[src/design/gbsl_pkg.sv]
`timescale 1ns / 1ps
`default_nettype none

package gbsl_pkg;

  localparam int NUM_GROUPS_DEF = 16;
  localparam int MAX_FACES_DEF  = 65535;

  localparam int ADDR_W      = 18;
  localparam int DATA_W      = 32;
  localparam int MAT_W       = 16;
  localparam int Z_W         = 32;
  localparam int TALLY_W     = 16;
  localparam int GCOUNT_W    = 5;
  localparam int GROUP_IDX_W = 5;
  localparam int QUEUE_DEPTH = 2;

  localparam int PADDR_W = 3;
  localparam int PDATA_W = 32;
  localparam logic REG_CUR_MAT = 1'b0;

  localparam logic [ADDR_W-1:0] ADDR_MAX = '1;

  typedef enum logic [1:0] {
    REQ_CLEAR  = 2'd0,
    REQ_COUNT  = 2'd1,
    REQ_LAYOUT = 2'd2,
    REQ_PLACE  = 2'd3
  } req_e;

  typedef struct packed {
    req_e                   req_type;
    logic [MAT_W-1:0]       material_id;
    logic signed [Z_W-1:0]  z_first;
    logic signed [Z_W-1:0]  z_second;
    logic signed [Z_W-1:0]  z_third;
    logic [DATA_W-1:0]      vert_a;
    logic [DATA_W-1:0]      vert_b;
    logic [DATA_W-1:0]      vert_c;
  } req_t;

  typedef struct packed {
    logic [ADDR_W-1:0]   write_address;
    logic [DATA_W-1:0]   write_data;
    logic                last;
    logic [ADDR_W-1:0]   total_words;
    logic [GCOUNT_W-1:0] group_count;
  } res_t;

  typedef struct packed {
    req_e                   req_type;
    logic                   match;
    logic [GROUP_IDX_W-1:0] group;
    logic [DATA_W-1:0]      vert_a;
    logic [DATA_W-1:0]      vert_b;
    logic [DATA_W-1:0]      vert_c;
  } entry_t;

  typedef struct packed {
    logic full;
    logic empty;
  } queue_status_t;

endpackage

`default_nettype wire

[src/design/gbsl_queue.sv]
`timescale 1ns / 1ps
`default_nettype none

module gbsl_queue (
  input  wire                    clk_i,
  input  wire                    rst_ni,
  input  wire                    push_i,
  input  gbsl_pkg::entry_t       entry_i,
  input  wire                    pop_i,
  output gbsl_pkg::entry_t       head_o,
  output gbsl_pkg::queue_status_t status_o
);

  localparam int PtrW = $clog2(gbsl_pkg::QUEUE_DEPTH);
  localparam int CntW = $clog2(gbsl_pkg::QUEUE_DEPTH + 1);

  gbsl_pkg::entry_t mem_q [gbsl_pkg::QUEUE_DEPTH];
  logic [PtrW-1:0]  wr_q, wr_d, rd_q, rd_d;
  logic [CntW-1:0]  cnt_q, cnt_d;

  always_comb begin
    wr_d  = wr_q;
    rd_d  = rd_q;
    cnt_d = cnt_q;
    if (push_i) begin
      wr_d = wr_q + PtrW'(1);
    end
    if (pop_i) begin
      rd_d = rd_q + PtrW'(1);
    end
    if (push_i && !pop_i) begin
      cnt_d = cnt_q + CntW'(1);
    end else if (pop_i && !push_i) begin
      cnt_d = cnt_q - CntW'(1);
    end
  end

  always_ff @(posedge clk_i or negedge rst_ni) begin
    if (!rst_ni) begin
      wr_q  <= '0;
      rd_q  <= '0;
      cnt_q <= '0;
    end else begin
      wr_q  <= wr_d;
      rd_q  <= rd_d;
      cnt_q <= cnt_d;
    end
  end

  always_ff @(posedge clk_i) begin
    if (push_i) begin
      mem_q[wr_q] <= entry_i;
    end
  end

  assign head_o         = mem_q[rd_q];
  assign status_o.full  = (cnt_q == CntW'(gbsl_pkg::QUEUE_DEPTH));
  assign status_o.empty = (cnt_q == '0);

endmodule

`default_nettype wire

[src/design/gbsl_front.sv]
`timescale 1ns / 1ps
`default_nettype none

module gbsl_front #(
  parameter int NUM_GROUPS = gbsl_pkg::NUM_GROUPS_DEF
) (
  input  wire                          clk_i,
  input  wire                          rst_ni,
  input  wire                          start,
  output logic                         busy,
  input  gbsl_pkg::req_t               req_i,
  input  wire [gbsl_pkg::MAT_W-1:0]    cur_mat_i,
  input  gbsl_pkg::queue_status_t      qstat_i,
  output logic                         push_o,
  output gbsl_pkg::entry_t             entry_o
);

  localparam int GW    = $clog2(NUM_GROUPS);
  localparam int MulW  = gbsl_pkg::Z_W + 7;
  localparam int LvlW  = MulW - 16 + 1;
  localparam logic [15:0] FracCarryMin = 16'd65471;
  localparam logic signed [LvlW-1:0] GroupTop = LvlW'(NUM_GROUPS - 1);

  // Level of one channel: trunc(z*100 + 0.001) with z in Q16.16. The bias of
  // 0.001 carries into the integer part once the fraction reaches 65471/65536,
  // and the exact sum is never an integer, so a negative floor rounds up by one.
  function automatic logic signed [LvlW-1:0] chan_level(input logic signed [gbsl_pkg::Z_W-1:0] z);
    logic signed [MulW-1:0] zx;
    logic signed [MulW-1:0] w;
    logic signed [LvlW-1:0] fl;
    logic                   up;
    zx = MulW'(z);
    w  = (zx <<< 6) + (zx <<< 5) + (zx <<< 2);
    up = (w[15:0] >= FracCarryMin);
    fl = LvlW'($signed(w[MulW-1:16])) + LvlW'(up);
    return fl + LvlW'(fl[LvlW-1]);
  endfunction

  logic                   stg_valid_q, stg_valid_d;
  gbsl_pkg::req_t         stg_q;
  logic                   accept;
  logic signed [LvlW-1:0] lvl0, lvl1, lvl2;
  logic [GW-1:0]          group;

  assign busy   = stg_valid_q && qstat_i.full;
  assign accept = start && !busy;
  assign push_o = stg_valid_q && !qstat_i.full;

  always_comb begin
    lvl0 = chan_level(stg_q.z_first);
    lvl1 = chan_level(stg_q.z_second);
    lvl2 = chan_level(stg_q.z_third);
    if ((lvl0 != lvl1) || (lvl0 != lvl2) || lvl0[LvlW-1]) begin
      group = '0;
    end else if (lvl0 > GroupTop) begin
      group = GW'(NUM_GROUPS - 1);
    end else begin
      group = lvl0[GW-1:0];
    end
  end

  always_comb begin
    entry_o.req_type = stg_q.req_type;
    entry_o.match    = (stg_q.material_id == cur_mat_i);
    entry_o.group    = gbsl_pkg::GROUP_IDX_W'(group);
    entry_o.vert_a   = stg_q.vert_a;
    entry_o.vert_b   = stg_q.vert_b;
    entry_o.vert_c   = stg_q.vert_c;
  end

  always_comb begin
    if (accept) begin
      stg_valid_d = 1'b1;
    end else if (push_o) begin
      stg_valid_d = 1'b0;
    end else begin
      stg_valid_d = stg_valid_q;
    end
  end

  always_ff @(posedge clk_i or negedge rst_ni) begin
    if (!rst_ni) begin
      stg_valid_q <= 1'b0;
    end else begin
      stg_valid_q <= stg_valid_d;
    end
  end

  always_ff @(posedge clk_i) begin
    if (accept) begin
      stg_q <= req_i;
    end
  end

endmodule

`default_nettype wire

[src/design/gbsl_back.sv]
`timescale 1ns / 1ps
`default_nettype none

module gbsl_back #(
  parameter int NUM_GROUPS = gbsl_pkg::NUM_GROUPS_DEF,
  parameter int MAX_FACES  = gbsl_pkg::MAX_FACES_DEF
) (
  input  wire                      clk_i,
  input  wire                      rst_ni,
  input  gbsl_pkg::entry_t         head_i,
  input  gbsl_pkg::queue_status_t  qstat_i,
  output logic                     pop_o,
  output logic                     strobe_o,
  output gbsl_pkg::res_t           res_o
);

  localparam int AW      = gbsl_pkg::ADDR_W;
  localparam int TW      = gbsl_pkg::TALLY_W;
  localparam int GW      = $clog2(NUM_GROUPS);
  localparam int SumMax  = NUM_GROUPS * (MAX_FACES * 3 + 2);
  localparam int SumBits = $clog2(SumMax + 1);
  localparam int SumW    = (SumBits > AW) ? SumBits : AW + 1;
  localparam int CntW    = $clog2(NUM_GROUPS + 1);
  localparam logic [GW-1:0] IdxLast = GW'(NUM_GROUPS - 1);
  localparam logic [1:0]    KLast   = 2'd2;

  typedef enum logic [1:0] {
    StIdle,
    StLayout,
    StPlace
  } state_e;

  state_e                state_q, state_d;
  logic [GW-1:0]         idx_q, idx_d;
  logic                  phase_q, phase_d;
  logic [AW-1:0]         head_q, head_d;
  logic [1:0]            k_q, k_d;
  gbsl_pkg::entry_t      ent_q, ent_d;
  logic [TW-1:0]         tally_q [NUM_GROUPS];
  logic [TW-1:0]         tally_d [NUM_GROUPS];
  logic [AW-1:0]         whead_q [NUM_GROUPS];
  logic [AW-1:0]         whead_d [NUM_GROUPS];
  logic [NUM_GROUPS-1:0] nz_q, nz_d;
  logic [SumW-1:0]       sum_q, sum_d;
  logic [CntW-1:0]       cnt_q, cnt_d;
  logic                  strobe_q, strobe_d;
  gbsl_pkg::res_t        res_q, res_d;

  logic [GW-1:0]         rd_idx;
  logic [GW-1:0]         place_idx;
  logic [TW-1:0]         tally_rd;
  logic [AW-1:0]         whead_rd;
  logic [AW-1:0]         len;
  logic                  later_any;

  always_comb begin
    rd_idx    = (state_q == StIdle) ? head_i.group[GW-1:0] : idx_q;
    place_idx = ent_q.group[GW-1:0];
    tally_rd  = tally_q[rd_idx];
    whead_rd  = whead_q[place_idx];
    len       = AW'(tally_rd) * AW'(3);
    later_any = 1'b0;
    for (int j = 0; j < NUM_GROUPS; j++) begin
      if (nz_q[j] && (idx_q < GW'(j))) begin
        later_any = 1'b1;
      end
    end
  end

  always_comb begin
    state_d  = state_q;
    idx_d    = idx_q;
    phase_d  = phase_q;
    head_d   = head_q;
    k_d      = k_q;
    ent_d    = ent_q;
    tally_d  = tally_q;
    whead_d  = whead_q;
    nz_d     = nz_q;
    sum_d    = sum_q;
    cnt_d    = cnt_q;
    strobe_d = 1'b0;
    res_d    = res_q;
    pop_o    = 1'b0;

    res_d.total_words = (sum_q > SumW'(gbsl_pkg::ADDR_MAX)) ? gbsl_pkg::ADDR_MAX
                                                             : sum_q[AW-1:0];
    res_d.group_count = gbsl_pkg::GCOUNT_W'(cnt_q);

    case (state_q)
      StIdle: begin
        if (!qstat_i.empty) begin
          pop_o = 1'b1;
          ent_d = head_i;
          case (head_i.req_type)
            gbsl_pkg::REQ_CLEAR: begin
              for (int g = 0; g < NUM_GROUPS; g++) begin
                tally_d[g] = '0;
                whead_d[g] = '0;
              end
              nz_d  = '0;
              sum_d = '0;
              cnt_d = '0;
            end
            gbsl_pkg::REQ_COUNT: begin
              if (head_i.match && (tally_rd < TW'(MAX_FACES))) begin
                tally_d[rd_idx] = tally_rd + TW'(1);
                nz_d[rd_idx]    = 1'b1;
                if (tally_rd == '0) begin
                  sum_d = sum_q + SumW'(5);
                  cnt_d = cnt_q + CntW'(1);
                end else begin
                  sum_d = sum_q + SumW'(3);
                end
              end
            end
            gbsl_pkg::REQ_LAYOUT: begin
              idx_d   = '0;
              phase_d = 1'b0;
              head_d  = '0;
              state_d = StLayout;
            end
            gbsl_pkg::REQ_PLACE: begin
              if (head_i.match) begin
                k_d     = '0;
                state_d = StPlace;
              end
            end
            default: begin
              state_d = StIdle;
            end
          endcase
        end
      end
      StLayout: begin
        if (!phase_q) begin
          if (nz_q[idx_q]) begin
            strobe_d            = 1'b1;
            res_d.write_address = head_q;
            res_d.write_data    = gbsl_pkg::DATA_W'(idx_q);
            res_d.last          = 1'b0;
            phase_d             = 1'b1;
          end else if (idx_q == IdxLast) begin
            state_d = StIdle;
          end else begin
            idx_d = idx_q + GW'(1);
          end
        end else begin
          strobe_d            = 1'b1;
          res_d.write_address = head_q + AW'(1);
          res_d.write_data    = gbsl_pkg::DATA_W'(len);
          res_d.last          = !later_any;
          whead_d[idx_q]      = head_q + AW'(2);
          head_d              = head_q + len + AW'(2);
          phase_d             = 1'b0;
          if (!later_any) begin
            state_d = StIdle;
          end else begin
            idx_d = idx_q + GW'(1);
          end
        end
      end
      StPlace: begin
        strobe_d            = 1'b1;
        res_d.write_address = whead_rd + AW'(k_q);
        res_d.last          = (k_q == KLast);
        case (k_q)
          2'd0:    res_d.write_data = ent_q.vert_a;
          2'd1:    res_d.write_data = ent_q.vert_b;
          default: res_d.write_data = ent_q.vert_c;
        endcase
        if (k_q == KLast) begin
          whead_d[place_idx] = whead_rd + AW'(3);
          state_d            = StIdle;
        end else begin
          k_d = k_q + 2'd1;
        end
      end
      default: begin
        state_d = StIdle;
      end
    endcase
  end

  always_ff @(posedge clk_i or negedge rst_ni) begin
    if (!rst_ni) begin
      state_q  <= StIdle;
      idx_q    <= '0;
      phase_q  <= 1'b0;
      head_q   <= '0;
      k_q      <= '0;
      nz_q     <= '0;
      sum_q    <= '0;
      cnt_q    <= '0;
      strobe_q <= 1'b0;
      for (int g = 0; g < NUM_GROUPS; g++) begin
        tally_q[g] <= '0;
        whead_q[g] <= '0;
      end
    end else begin
      state_q  <= state_d;
      idx_q    <= idx_d;
      phase_q  <= phase_d;
      head_q   <= head_d;
      k_q      <= k_d;
      nz_q     <= nz_d;
      sum_q    <= sum_d;
      cnt_q    <= cnt_d;
      strobe_q <= strobe_d;
      tally_q  <= tally_d;
      whead_q  <= whead_d;
    end
  end

  always_ff @(posedge clk_i) begin
    ent_q <= ent_d;
    res_q <= res_d;
  end

  assign strobe_o = strobe_q;
  assign res_o    = res_q;

endmodule

`default_nettype wire

[src/design/group_bucket_scatter_layout.sv]
`timescale 1ns / 1ps
`default_nettype none

// Counting-sort layout engine for triangle faces. A request is taken when start is high and
// busy is low; a front stage registers it, works out its material match and group, and
// passes it through a two-entry queue to a sequencer that owns the tally and head tables.
// The sequencer handles one request at a time: clear and count give no writes, a place of
// a matching face gives three buffer writes, and a layout walks the groups in order
// and gives two writes, group index then length, for each non-empty group, ending at
// the last non-empty group. Each write appears for one cycle with result_strobe_o high
// and cannot be held off, so the receiver must take every transfer as it comes; busy only
// rises when the front stage and the queue are both full. Write current_material only while
// no request is in flight.
module group_bucket_scatter_layout #(
  parameter int NUM_GROUPS = gbsl_pkg::NUM_GROUPS_DEF,
  parameter int MAX_FACES  = gbsl_pkg::MAX_FACES_DEF
) (
  input  wire                           clk_i,
  input  wire                           rst_ni,
  input  wire                           start,
  output logic                          busy,
  input  gbsl_pkg::req_t                req_i,
  output logic                          result_strobe_o,
  output gbsl_pkg::res_t                res_o,
  input  wire                           psel,
  input  wire                           penable,
  input  wire                           pwrite,
  input  wire [gbsl_pkg::PADDR_W-1:0]   paddr,
  input  wire [gbsl_pkg::PDATA_W-1:0]   pwdata,
  output logic [gbsl_pkg::PDATA_W-1:0]  prdata,
  output logic                          pready
);

  logic [gbsl_pkg::MAT_W-1:0] cur_mat_q, cur_mat_d;
  logic                       cfg_wr;
  logic                       q_push;
  logic                       q_pop;
  gbsl_pkg::entry_t           q_in;
  gbsl_pkg::entry_t           q_head;
  gbsl_pkg::queue_status_t    qstat;

  assign pready = 1'b1;
  assign cfg_wr = psel && penable && pwrite && pready && (paddr[2] == gbsl_pkg::REG_CUR_MAT);
  assign cur_mat_d = cfg_wr ? pwdata[gbsl_pkg::MAT_W-1:0] : cur_mat_q;
  assign prdata = (paddr[2] == gbsl_pkg::REG_CUR_MAT) ? gbsl_pkg::PDATA_W'(cur_mat_q) : '0;

  always_ff @(posedge clk_i or negedge rst_ni) begin
    if (!rst_ni) begin
      cur_mat_q <= '0;
    end else begin
      cur_mat_q <= cur_mat_d;
    end
  end

  gbsl_front #(
    .NUM_GROUPS(NUM_GROUPS)
  ) u_front (
    .clk_i    (clk_i),
    .rst_ni   (rst_ni),
    .start    (start),
    .busy     (busy),
    .req_i    (req_i),
    .cur_mat_i(cur_mat_q),
    .qstat_i  (qstat),
    .push_o   (q_push),
    .entry_o  (q_in)
  );

  gbsl_queue u_queue (
    .clk_i   (clk_i),
    .rst_ni  (rst_ni),
    .push_i  (q_push),
    .entry_i (q_in),
    .pop_i   (q_pop),
    .head_o  (q_head),
    .status_o(qstat)
  );

  gbsl_back #(
    .NUM_GROUPS(NUM_GROUPS),
    .MAX_FACES (MAX_FACES)
  ) u_back (
    .clk_i   (clk_i),
    .rst_ni  (rst_ni),
    .head_i  (q_head),
    .qstat_i (qstat),
    .pop_o   (q_pop),
    .strobe_o(result_strobe_o),
    .res_o   (res_o)
  );

  a_queue_no_overflow: assert property (@(posedge clk_i) disable iff (!rst_ni)
    !(q_push && qstat.full))
    else $error("queue written while full");

  a_queue_no_underflow: assert property (@(posedge clk_i) disable iff (!rst_ni)
    !(q_pop && qstat.empty))
    else $error("queue read while empty");

  a_gap_after_last: assert property (@(posedge clk_i) disable iff (!rst_ni)
    (result_strobe_o && res_o.last) |=> !result_strobe_o)
    else $error("transfer directly after the final transfer of a request");

endmodule

`default_nettype wire
[config.mk]
export PLATFORM = sky130hd
export DESIGN_NAME = group_bucket_scatter_layout
export DESIGN_NICKNAME = d
export VERILOG_FILES = /design/src/design/gbsl_pkg.sv /design/src/design/gbsl_queue.sv /design/src/design/gbsl_front.sv /design/src/design/gbsl_back.sv /design/src/design/group_bucket_scatter_layout.sv
export SDC_FILE = /design/constraint.sdc
export NUM_CORES = 2
export LEC_CHECK = 0
export ABC_AREA = 1
export BUFFER_PORTS_ARGS = -buffer_cell sky130_fd_sc_hd__buf_2
export CAP_MARGIN = 5
export CORE_MARGIN = 5
export CORE_UTILIZATION = 28
export CTS_BUF_LIST = sky130_fd_sc_hd__clkbuf_4 sky130_fd_sc_hd__clkbuf_8
export CTS_CLUSTER_DIAMETER = 40
export DETAILED_ROUTE_END_ITERATION = 7
export SLEW_MARGIN = 10
export SYNTH_ARGS = -nofsm -noshare
export SYNTH_HDL_FRONTEND = slang
export SYNTH_HIERARCHICAL = 1
export SYNTH_SLANG_ARGS = --single-unit
[constraint.sdc]
create_clock -name clk_i -period 12.1 [get_ports clk_i]
set_input_delay 2.42 -clock clk_i [delete_from_list [all_inputs] [get_ports clk_i]]
set_output_delay 2.42 -clock clk_i [all_outputs]
set_load 0.01 [all_outputs]
==> summary.md <==
| Metric | Value |
|---|---|
| Shortest period the worst path allows | `7.626 ns` |
| Max_cap viols | `0` |
| Drt wl/cell | `17.85 µm` |
| Horizontal die dimension | `542.0 µm` |
| Post-Layout Inst Area | `89840 µm²` |
| Final #Nets | `11306` |
| Starting density of the core | `28.09%` |
| Register share of total power | `22.2%` |
| CP arrival | `8.39 ns` |
| Antenna viol nets, final | `1` |
| Tightest Pin Transition | `1.227 ns` |
| Logic gate share of total power | `59.1%` |
| Total congestion overflow after global routing | `0` |
| Critical Path RT | `12.87 ns` |
| Placed inst area | `83930 µm²` |
| Synth warn | `6` |
| Global-route total usage across every layer | `17.29%` |
| CTS tree | `built` |
| Share of final-layout standard cells stronger than drive strength 1 | `12.32%` |
| Critical setup path kind | `flop to flop` |
| Cell type of the slowest stage on the worst timing path | `edfxtp_1` |
| Total wire length after detailed routing | `263500 µm` |
| Area of the mapped netlist | `79230 µm²` |
| Relative slew slack | `17.92%` |
| CTS-repair resized insts | `0` |
| Cells after synthesis | `10623` |
| Overall via count from detail_route | `71748` |
| Post-CTS clock slew at the launch and capture registers of the worst setup and hold paths | `0.06 ns` |
| Average cell area after synthesis | `7.459 µm²` |
| First-pass GRT wire length | `402700 µm` |
| Longest Clk Path Bufs | `4` |
| Power density over the cells | `296.2 nW/µm²` |
| Proportion of power drawn by the clock network | `18.7%` |
| Aggregate negative setup slack | `0 ns` |
| Switching share of total power | `52.37%` |
| Worst hold path type | `flop to flop` |
| Clock sink count | `1226` |
| Number of fill cells in the layout | `30274` |
| Crit start category | `flop` |
| Number of cells after detailed placement | `14252` |
| Core Footprint | `282000 µm²` |
| Number of buffer cells added on primary ports | `324` |
| Number of antenna violations at the first check in global routing | `19` |
| Post-layout power | `26.61 mW` |
| Most common cell after layout, fill and taps aside | `nand2_1` |
| Area of the die | `293700 µm²` |
| Number of pins exceeding their max-slew limit in the final report | `0` |
| Insertion delay of the later-clocked pin in the worst-skew pair | `0.99 ns` |
| Leakage power summed over all cells | `41.30 nW` |
| Internal Power | `12.68 mW` |
| Crit path largest cell delay | `0.47 ns` |
| Row count | `195` |
| Kind of end point of the critical path | `flop` |
| Inserted Clock Buffers | `263` |
| VDD IR-drop max | `295.0 µV` |
| Die span in y | `542.0 µm` |
| Part of the cycle the worst path needs | `63.03%` |
| Violated checks | `antenna violations` |
| Fin Clk Skew | `0.08838 ns` |
| Run status | `finished, violations left` |
| Number of cells traversed by the worst hold path | `0` |
| Unrepaired setup endpoints after global routing | `no` |
| Net switching power of the design | `13.94 mW` |
| Growth of design area from synthesis to finish | `13.39%` |
| Final weighted congestion in routability-driven placement | `0.9132` |
| Highest clock rate | `131.1 MHz` |
| Register-to-Register Path Depth | `39` |
| DR vias/cell | `4.860` |
| Most used cells in the layout excluding fill and tap cells | `nand2_1 (3694), inv_1 (1058), nor2_1 (716)` |
| Post-CTS Setup Repair Bufs | `0` |
| CP dominant cell by count | `nor2_1` |
| CTS root buf | `clkbuf_8` |
| H-tree depth | `5` |
| DRC violation count after routing | `0` |
| Post-detailed-placement half-perimeter wirelength | `175400 µm` |
| Final hold viol count | `0` |
| Number of detailed-routing iterations run before antenna repair | `6` |
| Pin count of the biggest net entering global routing | `183` |
| Final setup viols | `0` |
| Drt initial violations | `6718` |
| Final standard cell count with taps included and fillers excluded | `14762` |
| Biggest fanout along the worst timing path | `4` |
| Number of hold-repair buffers added at the cts stage | `0` |
| Number of global-route vias before repair | `67633` |
| I/O pin cnt | `360` |
==> state kept, by name, summed over array words and instances (netlist names), 2 cells and up <==
register / cells
u_back/head_q: 18
u_back/ent_q: 100
u_front/entry_o: 98
u_back/res_o: 74
u_front/stg_q: 112
u_back/idx_q: 4
u_back/nz_q: 16
u_back/sum_q: 22
u_queue/cnt_q: 2
u_back/whead_q: 288
u_back/state_q: 2
u_back/tally_q: 256
u_back/cnt_q: 5
u_back/k_q: 2
u_queue/mem_q: 206
cur_mat_q: 16
==> area by class of cell <==
type | instances | area, µm² | share of cell area, %
Inverter | 1112 | 4195 | 4.670
Sequential cell | 1226 | 33410 | 37.18
Antenna cell | 46 | 115.1 | 0.1281
Timing Repair Buffer | 437 | 2517 | 2.802
Multi-Input combinational cell | 7734 | 39130 | 43.56
Tap cell | 3743 | 4683 | 5.213
Clock inverter | 106 | 1272 | 1.416
Clock buffer | 358 | 4521 | 5.032
==> power by group through the flow <==
stage          Sequential, mW  Clock, mW  Combinational, mW
6_report                 5.92       4.97               15.7
5_1_grt                  6.01       5.30               17.3
4_1_cts                  5.92       5.10               15.6
3_5_place_dp             5.99          0               15.5
3_3_place_gp             5.97          0               15.4
2_1_floorplan            6.00          0               10.6
==> critical path: cells and delay by family (launching register included) <==
kind            cells  cell delay (ns)
flops               1             0.47
fa+ha+maj           6             1.99
simple gates       26             3.55
buf+inv             1             0.09
compound gates      6             1.30
==> stage by stage <==
stage          setup slack [ns]  hold slack (ns)  util, %
2_1_floorplan            0.2132           0.3472        -
4_1_cts                   4.402           0.3646    31.81
3_3_place_gp              4.523           0.3543    29.76
3_5_place_dp              4.464           0.3755    29.76
5_1_grt                   3.664           0.3958    31.84
6_report                  4.474           0.3518    31.85
==> metal layers <==
layer  track usage (%)  up-vias  part of all wire, %
li1                  -    34928                    -
met1             22.57    33453                   42
met2             27.93     2792                   45
met3             3.227      559                  7.8
met4             7.626       16                  4.7
met5                 0        -                0.053
==> worst paths after layout <==
kind                       slack [ns]                start              endpoint
hold / removal                   0.35  u_front/entry_o[69]  u_queue/mem_q[1][69]
setup reg to reg                 4.47   u_front/stg_q[100]  u_queue/mem_q[0][99]
setup / recovery                 4.47   u_front/stg_q[100]  u_queue/mem_q[0][99]
hold reg to reg                  0.35  u_front/entry_o[69]  u_queue/mem_q[1][69]
min in group asynchronous        1.44               rst_ni       u_back/sum_q[7]
max in group asynchronous        8.27               rst_ni          u_queue/rd_q
No activity file was read; power rests on OpenSTA's default activity.
